--- config.mk ---
export PLATFORM = sky130hd
export DESIGN_NAME = bcd_time_date_command_decoder_top
export DESIGN_NICKNAME = d
export VERILOG_FILES = /design/src/hw/rtl/btd_pkg.sv /design/src/hw/rtl/btd_decode.sv /design/src/hw/rtl/btd_prep.sv /design/src/hw/rtl/btd_calc.sv /design/src/hw/rtl/btd_out.sv /design/src/hw/rtl/bcd_time_date_command_decoder_top.sv
export SDC_FILE = /design/constraint.sdc
export NUM_CORES = 1
export LEC_CHECK = 0
export BUFFER_PORTS_ARGS = -buffer_cell sky130_fd_sc_hd__buf_2
export CORE_MARGIN = 5
export CORE_UTILIZATION = 52
export CTS_BUF_LIST = sky130_fd_sc_hd__clkbuf_16
export DETAILED_ROUTE_END_ITERATION = 12
export PLACE_DENSITY = 0.74
export REMOVE_ABC_BUFFERS = 1
export SLEW_MARGIN = 30
export SYNTH_ARGS = -nofsm -noshare
export SYNTH_HDL_FRONTEND = slang
export SYNTH_SLANG_ARGS = --single-unit
export TNS_END_PERCENT = 10
--- constraint.sdc ---
create_clock -name clk -period 5.27 [get_ports clk]
set_input_delay 1.054 -clock clk [delete_from_list [all_inputs] [get_ports clk]]
set_output_delay 1.054 -clock clk [all_outputs]
set_load 0.005 [all_outputs]
--- src/hw/rtl/btd_pkg.sv ---
// Shared types, codes and month tables for the BCD time/date command decoder.
package btd_pkg;

    typedef enum logic [1:0] {
        KIND_ALARM = 2'd0,
        KIND_DATE  = 2'd1,
        KIND_TIME  = 2'd2,
        KIND_OTHER = 2'd3
    } kind_t;

    localparam logic [7:0] REPLY_OK  = 8'h55;
    localparam logic [7:0] REPLY_BAD = 8'hAA;
    localparam logic [7:0] REPLY_NONE = 8'h00;

    localparam logic [14:0] YEAR_MIN = 15'd1900;
    localparam logic [14:0] YEAR_MAX = 15'd2100;

    // Decoded message after the BCD stage.
    typedef struct packed {
        kind_t       kind;
        logic [7:0]  b1;
        logic [7:0]  b2;
        logic [7:0]  b3;
        logic [7:0]  b4;
    } s1_t;

    // Year assembled, field checks and month table lookups done.
    typedef struct packed {
        kind_t       kind;
        logic [7:0]  b1;
        logic [7:0]  b2;
        logic [7:0]  b3;
        logic [14:0] year;
        logic        time_ok;
        logic        sec_ok;
        logic        month_ok;
        logic        jan_feb;
        logic [4:0]  mlen;
        logic [8:0]  dbefore;
        logic [4:0]  mterm;
    } s2_t;

    // Final fields, with the weekday sum still to be reduced modulo seven.
    typedef struct packed {
        kind_t       kind;
        logic        accepted;
        logic [7:0]  hour;
        logic [7:0]  minute;
        logic [7:0]  second;
        logic [7:0]  day;
        logic [7:0]  month;
        logic [14:0] year;
        logic [11:0] wsum;
        logic [8:0]  yday;
    } s3_t;

    function automatic logic [7:0] bcd_dec(input logic [7:0] b);
        logic [7:0] hi;
        hi = {4'b0000, b[7:4]};
        return (hi << 3) + (hi << 1) + {4'b0000, b[3:0]};
    endfunction

    function automatic logic [4:0] month_len(input logic [3:0] m);
        logic [4:0] r;
        case (m)
            4'd2:    r = 5'd28;
            4'd4:    r = 5'd30;
            4'd6:    r = 5'd30;
            4'd9:    r = 5'd30;
            4'd11:   r = 5'd30;
            default: r = 5'd31;
        endcase
        return r;
    endfunction

    function automatic logic [8:0] days_before(input logic [3:0] m);
        logic [8:0] r;
        case (m)
            4'd1:    r = 9'd0;
            4'd2:    r = 9'd31;
            4'd3:    r = 9'd59;
            4'd4:    r = 9'd90;
            4'd5:    r = 9'd120;
            4'd6:    r = 9'd151;
            4'd7:    r = 9'd181;
            4'd8:    r = 9'd212;
            4'd9:    r = 9'd243;
            4'd10:   r = 9'd273;
            4'd11:   r = 9'd304;
            4'd12:   r = 9'd334;
            default: r = 9'd0;
        endcase
        return r;
    endfunction

    // (31 * M) / 12 where M counts months from March, with January and
    // February as months 11 and 12 of the previous year.
    function automatic logic [4:0] month_term(input logic [3:0] m);
        logic [4:0] r;
        case (m)
            4'd1:    r = 5'd28;
            4'd2:    r = 5'd31;
            4'd3:    r = 5'd2;
            4'd4:    r = 5'd5;
            4'd5:    r = 5'd7;
            4'd6:    r = 5'd10;
            4'd7:    r = 5'd12;
            4'd8:    r = 5'd15;
            4'd9:    r = 5'd18;
            4'd10:   r = 5'd20;
            4'd11:   r = 5'd23;
            4'd12:   r = 5'd25;
            default: r = 5'd0;
        endcase
        return r;
    endfunction

endpackage

--- src/hw/rtl/btd_decode.sv ---
// Stage one: BCD decode of the four message bytes.
module btd_decode (
    input  logic             clk,
    input  logic             rst_n,
    input  logic             in_valid,
    input  logic [1:0]       msg_type,
    input  logic [7:0]       bcd_byte1,
    input  logic [7:0]       bcd_byte2,
    input  logic [7:0]       bcd_byte3,
    input  logic [7:0]       bcd_byte4,
    output logic             out_valid,
    output btd_pkg::s1_t     out_data
);

    logic         valid_reg;
    btd_pkg::s1_t data_reg;
    btd_pkg::s1_t data_next;

    always_comb
    begin
        data_next.kind = btd_pkg::kind_t'(msg_type);
        data_next.b1   = btd_pkg::bcd_dec(bcd_byte1);
        data_next.b2   = btd_pkg::bcd_dec(bcd_byte2);
        data_next.b3   = btd_pkg::bcd_dec(bcd_byte3);
        data_next.b4   = btd_pkg::bcd_dec(bcd_byte4);
    end

    always_ff @(posedge clk or negedge rst_n)
    begin
        if (!rst_n)
        begin
            valid_reg <= 1'b0;
        end
        else
        begin
            valid_reg <= in_valid;
        end
    end

    always_ff @(posedge clk)
    begin
        if (in_valid)
        begin
            data_reg <= data_next;
        end
    end

    assign out_valid = valid_reg;
    assign out_data  = data_reg;

endmodule

--- src/hw/rtl/btd_prep.sv ---
// Stage two: year assembly, time field checks and month table lookups.
module btd_prep (
    input  logic             clk,
    input  logic             rst_n,
    input  logic             in_valid,
    input  btd_pkg::s1_t     in_data,
    output logic             out_valid,
    output btd_pkg::s2_t     out_data
);

    logic         valid_reg;
    btd_pkg::s2_t data_reg;
    btd_pkg::s2_t data_next;

    always_comb
    begin
        data_next.kind     = in_data.kind;
        data_next.b1       = in_data.b1;
        data_next.b2       = in_data.b2;
        data_next.b3       = in_data.b3;
        data_next.year     = 15'(in_data.b3) * 15'd100 + 15'(in_data.b4);
        data_next.time_ok  = (in_data.b1 < 8'd24) && (in_data.b2 < 8'd60);
        data_next.sec_ok   = in_data.b3 < 8'd60;
        data_next.month_ok = (in_data.b2 >= 8'd1) && (in_data.b2 <= 8'd12);
        data_next.jan_feb  = in_data.b2 <= 8'd2;
        data_next.mlen     = btd_pkg::month_len(in_data.b2[3:0]);
        data_next.dbefore  = btd_pkg::days_before(in_data.b2[3:0]);
        data_next.mterm    = btd_pkg::month_term(in_data.b2[3:0]);
    end

    always_ff @(posedge clk or negedge rst_n)
    begin
        if (!rst_n)
        begin
            valid_reg <= 1'b0;
        end
        else
        begin
            valid_reg <= in_valid;
        end
    end

    always_ff @(posedge clk)
    begin
        if (in_valid)
        begin
            data_reg <= data_next;
        end
    end

    assign out_valid = valid_reg;
    assign out_data  = data_reg;

endmodule

--- src/hw/rtl/btd_calc.sv ---
// Stage three: date validation, weekday sum, day of year and field selection.
module btd_calc (
    input  logic             clk,
    input  logic             rst_n,
    input  logic             in_valid,
    input  btd_pkg::s2_t     in_data,
    output logic             out_valid,
    output btd_pkg::s3_t     out_data
);

    logic         valid_reg;
    btd_pkg::s3_t data_reg;
    btd_pkg::s3_t data_next;

    logic        year_ok;
    logic        leap;
    logic [4:0]  len;
    logic        date_ok;
    logic [11:0] y;
    logic [4:0]  c100;
    logic [2:0]  c400;
    logic [11:0] wsum;
    logic [8:0]  yday;

    always_comb
    begin
        year_ok = (in_data.year >= btd_pkg::YEAR_MIN) && (in_data.year <= btd_pkg::YEAR_MAX);
        // Of the century years inside the range, only 2000 is a leap year here.
        leap    = (in_data.year[1:0] == 2'b00) && (in_data.year != btd_pkg::YEAR_MIN)
                  && (in_data.year != btd_pkg::YEAR_MAX);
        len     = (in_data.b2 == 8'd2 && leap) ? 5'd29 : in_data.mlen;
        date_ok = year_ok && in_data.month_ok && (in_data.b1 >= 8'd1)
                  && (in_data.b1 <= {3'b000, len});

        // For a valid date y lies in 1899..2100, so the century quotients
        // reduce to a few compares.
        y = in_data.year[11:0] - {11'b0, in_data.jan_feb};
        if (y >= 12'd2100)
        begin
            c100 = 5'd21;
        end
        else if (y >= 12'd2000)
        begin
            c100 = 5'd20;
        end
        else if (y >= 12'd1900)
        begin
            c100 = 5'd19;
        end
        else
        begin
            c100 = 5'd18;
        end
        c400 = (y >= 12'd2000) ? 3'd5 : 3'd4;

        wsum = {4'b0000, in_data.b1} + y + (y >> 2) + {9'b0, c400}
               + {7'b0, in_data.mterm} - {7'b0, c100};
        yday = in_data.dbefore + {1'b0, in_data.b1} - 9'd1
               + {8'b0, (leap && in_data.b2 > 8'd2)};

        data_next.kind     = in_data.kind;
        data_next.accepted = 1'b0;
        data_next.hour     = 8'd0;
        data_next.minute   = 8'd0;
        data_next.second   = 8'd0;
        data_next.day      = 8'd0;
        data_next.month    = 8'd0;
        data_next.year     = 15'd0;
        data_next.wsum     = 12'd0;
        data_next.yday     = 9'd0;
        case (in_data.kind)
            btd_pkg::KIND_ALARM:
            begin
                data_next.accepted = in_data.time_ok;
                data_next.hour     = in_data.b1;
                data_next.minute   = in_data.b2;
            end
            btd_pkg::KIND_TIME:
            begin
                data_next.accepted = in_data.time_ok && in_data.sec_ok;
                data_next.hour     = in_data.b1;
                data_next.minute   = in_data.b2;
                data_next.second   = in_data.b3;
            end
            btd_pkg::KIND_DATE:
            begin
                data_next.accepted = date_ok;
                data_next.day      = in_data.b1;
                data_next.month    = in_data.b2;
                data_next.year     = in_data.year;
                data_next.wsum     = date_ok ? wsum : 12'd0;
                data_next.yday     = date_ok ? yday : 9'd0;
            end
            default:
            begin
                data_next.accepted = 1'b0;
            end
        endcase
    end

    always_ff @(posedge clk or negedge rst_n)
    begin
        if (!rst_n)
        begin
            valid_reg <= 1'b0;
        end
        else
        begin
            valid_reg <= in_valid;
        end
    end

    always_ff @(posedge clk)
    begin
        if (in_valid)
        begin
            data_reg <= data_next;
        end
    end

    assign out_valid = valid_reg;
    assign out_data  = data_reg;

endmodule

--- src/hw/rtl/btd_out.sv ---
// Stage four: weekday modulo reduction, reply code and the result registers.
module btd_out (
    input  logic             clk,
    input  logic             rst_n,
    input  logic             in_valid,
    input  btd_pkg::s3_t     in_data,
    output logic             done,
    output logic [1:0]       kind,
    output logic             accepted,
    output logic [7:0]       hour,
    output logic [7:0]       minute,
    output logic [7:0]       second,
    output logic [7:0]       day_of_month,
    output logic [7:0]       month_number,
    output logic [14:0]      full_year,
    output logic [2:0]       week_day,
    output logic [8:0]       day_of_year,
    output logic [7:0]       reply_byte
);

    logic         done_reg;
    btd_pkg::s3_t data_reg;
    logic [2:0]   wday_reg;
    logic [2:0]   wday_next;
    logic [7:0]   reply_reg;
    logic [7:0]   reply_next;

    logic [4:0]   fold1;
    logic [3:0]   fold2;

    always_comb
    begin
        // Eight is one modulo seven, so octal digits can be summed.
        fold1 = {2'b00, in_data.wsum[2:0]} + {2'b00, in_data.wsum[5:3]}
                + {2'b00, in_data.wsum[8:6]} + {2'b00, in_data.wsum[11:9]};
        fold2 = {1'b0, fold1[2:0]} + {2'b00, fold1[4:3]};
        wday_next = (fold2 >= 4'd7) ? 3'(fold2 - 4'd7) : fold2[2:0];

        if (in_data.kind == btd_pkg::KIND_OTHER)
        begin
            reply_next = btd_pkg::REPLY_NONE;
        end
        else if (in_data.accepted)
        begin
            reply_next = btd_pkg::REPLY_OK;
        end
        else
        begin
            reply_next = btd_pkg::REPLY_BAD;
        end
    end

    always_ff @(posedge clk or negedge rst_n)
    begin
        if (!rst_n)
        begin
            done_reg <= 1'b0;
        end
        else
        begin
            done_reg <= in_valid;
        end
    end

    always_ff @(posedge clk)
    begin
        if (in_valid)
        begin
            data_reg  <= in_data;
            wday_reg  <= wday_next;
            reply_reg <= reply_next;
        end
    end

    assign done         = done_reg;
    assign kind         = data_reg.kind;
    assign accepted     = data_reg.accepted;
    assign hour         = data_reg.hour;
    assign minute       = data_reg.minute;
    assign second       = data_reg.second;
    assign day_of_month = data_reg.day;
    assign month_number = data_reg.month;
    assign full_year    = data_reg.year;
    assign week_day     = wday_reg;
    assign day_of_year  = data_reg.yday;
    assign reply_byte   = reply_reg;

endmodule

--- src/hw/rtl/bcd_time_date_command_decoder_top.sv ---
// Top level of the BCD time/date command decoder: four-stage pipeline.
//
//  Channel   Handshake       Payload
//  --------  --------------  ---------------------------------------------------
//  command   start / busy    msg_type, bcd_byte1..bcd_byte4
//  result    done (strobe)   kind, accepted, hour, minute, second, day_of_month,
//                            month_number, full_year, week_day, day_of_year,
//                            reply_byte
//
// A command transfer completes on any edge with start high; busy is always low.
// Each result passes the decode, prep, calc and out registers in turn and is shown for one cycle under done.
// One command can be taken every cycle; the four stages set the latency.
// Reset clears only the stage valid bits; results are never held off.
module bcd_time_date_command_decoder_top (
    input  logic        clk,
    input  logic        rst_n,
    input  logic        start,
    output logic        busy,
    input  logic [1:0]  msg_type,
    input  logic [7:0]  bcd_byte1,
    input  logic [7:0]  bcd_byte2,
    input  logic [7:0]  bcd_byte3,
    input  logic [7:0]  bcd_byte4,
    output logic        done,
    output logic [1:0]  kind,
    output logic        accepted,
    output logic [7:0]  hour,
    output logic [7:0]  minute,
    output logic [7:0]  second,
    output logic [7:0]  day_of_month,
    output logic [7:0]  month_number,
    output logic [14:0] full_year,
    output logic [2:0]  week_day,
    output logic [8:0]  day_of_year,
    output logic [7:0]  reply_byte
);

    logic         s1_valid;
    btd_pkg::s1_t s1_data;
    logic         s2_valid;
    btd_pkg::s2_t s2_data;
    logic         s3_valid;
    btd_pkg::s3_t s3_data;
    logic         take;

    assign busy = 1'b0;
    assign take = start && !busy;

    btd_decode u_decode (
        .clk       (clk),
        .rst_n     (rst_n),
        .in_valid  (take),
        .msg_type  (msg_type),
        .bcd_byte1 (bcd_byte1),
        .bcd_byte2 (bcd_byte2),
        .bcd_byte3 (bcd_byte3),
        .bcd_byte4 (bcd_byte4),
        .out_valid (s1_valid),
        .out_data  (s1_data)
    );

    btd_prep u_prep (
        .clk       (clk),
        .rst_n     (rst_n),
        .in_valid  (s1_valid),
        .in_data   (s1_data),
        .out_valid (s2_valid),
        .out_data  (s2_data)
    );

    btd_calc u_calc (
        .clk       (clk),
        .rst_n     (rst_n),
        .in_valid  (s2_valid),
        .in_data   (s2_data),
        .out_valid (s3_valid),
        .out_data  (s3_data)
    );

    btd_out u_out (
        .clk          (clk),
        .rst_n        (rst_n),
        .in_valid     (s3_valid),
        .in_data      (s3_data),
        .done         (done),
        .kind         (kind),
        .accepted     (accepted),
        .hour         (hour),
        .minute       (minute),
        .second       (second),
        .day_of_month (day_of_month),
        .month_number (month_number),
        .full_year    (full_year),
        .week_day     (week_day),
        .day_of_year  (day_of_year),
        .reply_byte   (reply_byte)
    );

    // Every command transfer comes out as exactly one result from the last stage register.
    a_latency: assert property (@(posedge clk) disable iff (!rst_n)
        take |-> ##4 done)
        else $error("command transfer produced no result");

    a_reply_ok: assert property (@(posedge clk) disable iff (!rst_n)
        done && accepted |-> reply_byte == btd_pkg::REPLY_OK)
        else $error("accepted result without OK reply");

    a_ignored: assert property (@(posedge clk) disable iff (!rst_n)
        done && kind == btd_pkg::KIND_OTHER |->
            !accepted && reply_byte == btd_pkg::REPLY_NONE && full_year == 15'd0)
        else $error("ignored command produced a non-empty result");

    a_rejected_zero: assert property (@(posedge clk) disable iff (!rst_n)
        done && !accepted |-> week_day == 3'd0 && day_of_year == 9'd0)
        else $error("rejected command carries weekday or day of year");

endmodule

==> run summary <==
Cell with the most instances on the worst path: fa_1
Register area share after synthesis: 0.584
Crit path buffers/inverters: 3
Core footprint: 24300 um2
IO buf count: 115
Antenna Violating Nets Remaining: 0
Vias in the first global route: 7297
Slowest-stage cell, CP: or4_4
# clock sinks: 250
Fin. max-slew vios: 0
Share of layout cells above drive strength 1: 0.185
Worst slew margin: 0.447
Leakage: 0.00656 uW
FMAX: 199 MHz
Max FFs per register: 79
Setup ws final: 0.239 ns
Post-synthesis register bit count: 250
Total power: 7930 uW
Routed wire per std cell: 15.7 um
TritonRoute pass-1 iters: 5
CTS Hold Buffers Added: 0
Synth cell count leaders: 246 x edfxtp_1, 127 x ha_1, 115 x inv_1
Gp weighted congestion: 0.877
Die X: 167 um
CTS H-tree lvls: 1
Crit end category: flop
DRC viols: 0
CTS tree: built
Max Cap Violations: 0
Cell breakdown of the critical path: or4_4 > nor3_4 > nand2_2 > xor2_2 > nor3_2 > nand3_1 > nand2_1 > fa_1 > inv_1 > fa_1 > fa_1 > inv_1 > ha_1 > inv_1 > fa_1 > nor2b_1 > o21ai_1 > a21oi_2 > o21ai_1 > a21oi_1 > xnor2_1 > nor2_1
N_diodes: 0
Global-route wire length before repair: 36.6 mm
Utilization after layout: 0.607
Synthesized cell area: 12800 um2
Final min period: 5.03 ns
Largest net degree at the start of global routing: 78
Chip height: 167 um
Layout Nets: 1282
CP Class: flop to flop
Clk slew on worst S/H paths: 0.06 ns
Die ar.: 27900 um2
Fillers: 1871
Layout area overhead: 15.0%
Worst clock skew: 0.00762 ns
Top_reg_cell synth: edfxtp_1
Yosys cell types: 57
Top-area cell type share of the netlist area: 0.576
Worst Setup SP: u_prep.out_data[28]
Total Routing Usage GR: 0.159
Vias per cell: 5.09
Status: complete, no violations
CP top delay family: adder cells
Cell taking the most area after synthesis: edfxtp_1
Asr flop ratio synth: 0.0160
CTS buffer count: 25
Routed wire length: 22.4 mm
Worst hold margin: 0.336 ns
Ys Warns: 0
Cell Rows: 57
# IOs: 117
Placed insts: 1374
Crit path largest cell delay: 0.57 ns
Grt total ovfl: 0
Synth Instances: 945
Drt first-iter violations: 459
Synth top area cells: edfxtp_1 58%, ha_1 12%, fa_1 5.6%
CTS Buffer Depth: 3
Final hold violations: 0
Final Instance Count excl. Fillers: 1423
Min-Delay Path Class: primary input to async pin
# setup viols final: 0
Most common cell in the netlist: edfxtp_1
Vias after detailed routing: 7244
Root Buffer: clkbuf_16
Worst-path fanout max: 2
Worst R2R Start: u_prep.out_data[28]
Setup crit start kind: flop
Starting Density: 0.527
Fin crit share: 0.955
Mean Syn Cell Area: 13.6 um2
WP data arrival: 5.28 ns
VDD IR max: 0.394 mV
PwrDens: 538 nW/um2
Place WS: 0.0108 ns
Number of synthesized flops with an enable pin: 246
Worst slew pin tran: 0.829 ns
Critical path required time: 5.52 ns
Clock Latency Late Sink: 0.52 ns
Initial antenna violation count: 0
Detailed Place HPWL: 16.3 mm
[metal layers]
| layer | GRT usage | share of wire |
|---|---|---|
| met1 | 0.225 | 0.45 |
| met2 | 0.261 | 0.48 |
| met3 | 0.0225 | 0.055 |
| met4 | 0.0402 | 0.019 |
| met5 | 0 | 0 |
[report_power, final]
group / switching, uW / internal (uW)
combinational: 1940 / 1590
sequential: 141 / 2450
clock: 709 / 1110
[worst register-to-register path: stages (launching register included)]
cell      delay [ns]
edfxtp_1        0.41
or4_4           0.58
nor3_4          0.17
nand2_2         0.09
xor2_2          0.19
nor3_2          0.07
nand3_1         0.11
nand2_1         0.10
fa_1            0.51
inv_1           0.06
fa_1            0.44
fa_1            0.45
inv_1           0.07
ha_1            0.16
inv_1           0.06
fa_1            0.38
nor2b_1         0.15
o21ai_1         0.11
a21oi_2         0.17
o21ai_1         0.10
a21oi_1         0.18
xnor2_1         0.13
nor2_1          0.07
[placed cells by master, fill, tap and decap left out, types with 19 or more instances in the layout]
master | Yosys | final
edfxtp_1 | 246 | 246
ha_1 | 127 | 125
inv_1 | 115 | 119
buf_2 | 1 | 115
nor2_1 | 52 | 51
a21oi_1 | 43 | 41
and2_1 | 39 | 39
xnor2_1 | 40 | 38
fa_1 | 36 | 36
nor2b_1 | 26 | 26
nand2_1 | 26 | 25
o21ai_0 | 27 | 25
clkbuf_16 | 0 | 25
xor2_1 | 20 | 19
[cell type report]
cell class,count,area [um2],share of cell area
inverter,115,432,0.0293
clock buffer,25,626,0.0424
tap,324,405,0.0275
timing repair buffer,134,722,0.0489
sequential,250,7490,0.508
multi-input combinational,556,4850,0.329
clock inverter,19,225,0.0153
[cell families (layout without fill, tap and decap cells)]
group / after synthesis / in the layout / share of synthesized area
AOI/OAI and AO/OA: 114 / 114 / 0.0542
xor gates and xnor gates: 61 / 61 / 0.0422
adders and majority gates: 163 / 163 / 0.180
buffers and inverters: 139 / 293 / 0.0452
DFF: 250 / 250 / 0.584
muxes: 6 / 6 / 0.00585
other: 1 / 1 / 0.000292
and+or+nand+nor: 211 / 211 / 0.0883
[final timing paths]
check,to,slack [ns],cells past startpoint
max in group asynchronous,u_decode.out_valid,4.79,1
worst min register to register,u_prep.out_valid,0.39,0
worst max register to register,u_calc.out_data[19],0.24,22
min in group clk,u_prep.out_valid,0.39,0
worst max-delay path,u_calc.out_data[19],0.24,22
worst min-delay path,u_out.done,0.34,1
[what timing repair did]
| item | in CTS | in global routing |
|---|---|---|
| gates cloned | 0 | 0 |
| resized for setup | 1 | 19 |
| hold endpoints to repair | 0 | 0 |
| endpoints found under the setup margin | 1 | 4 |
| setup buffers | 0 | 5 |
| pin swaps | 0 | 5 |
[through the flow]
stage / TNS, ns / area [um2]
detailed placement: 0 / 13800
floorplan: 0 / 12700
CTS: 0 / 14600
finish: 0 / 14800
global placement: 0 / 13800
global route: -0.0705 / 14800
Power figures use the tool's default switching activity.
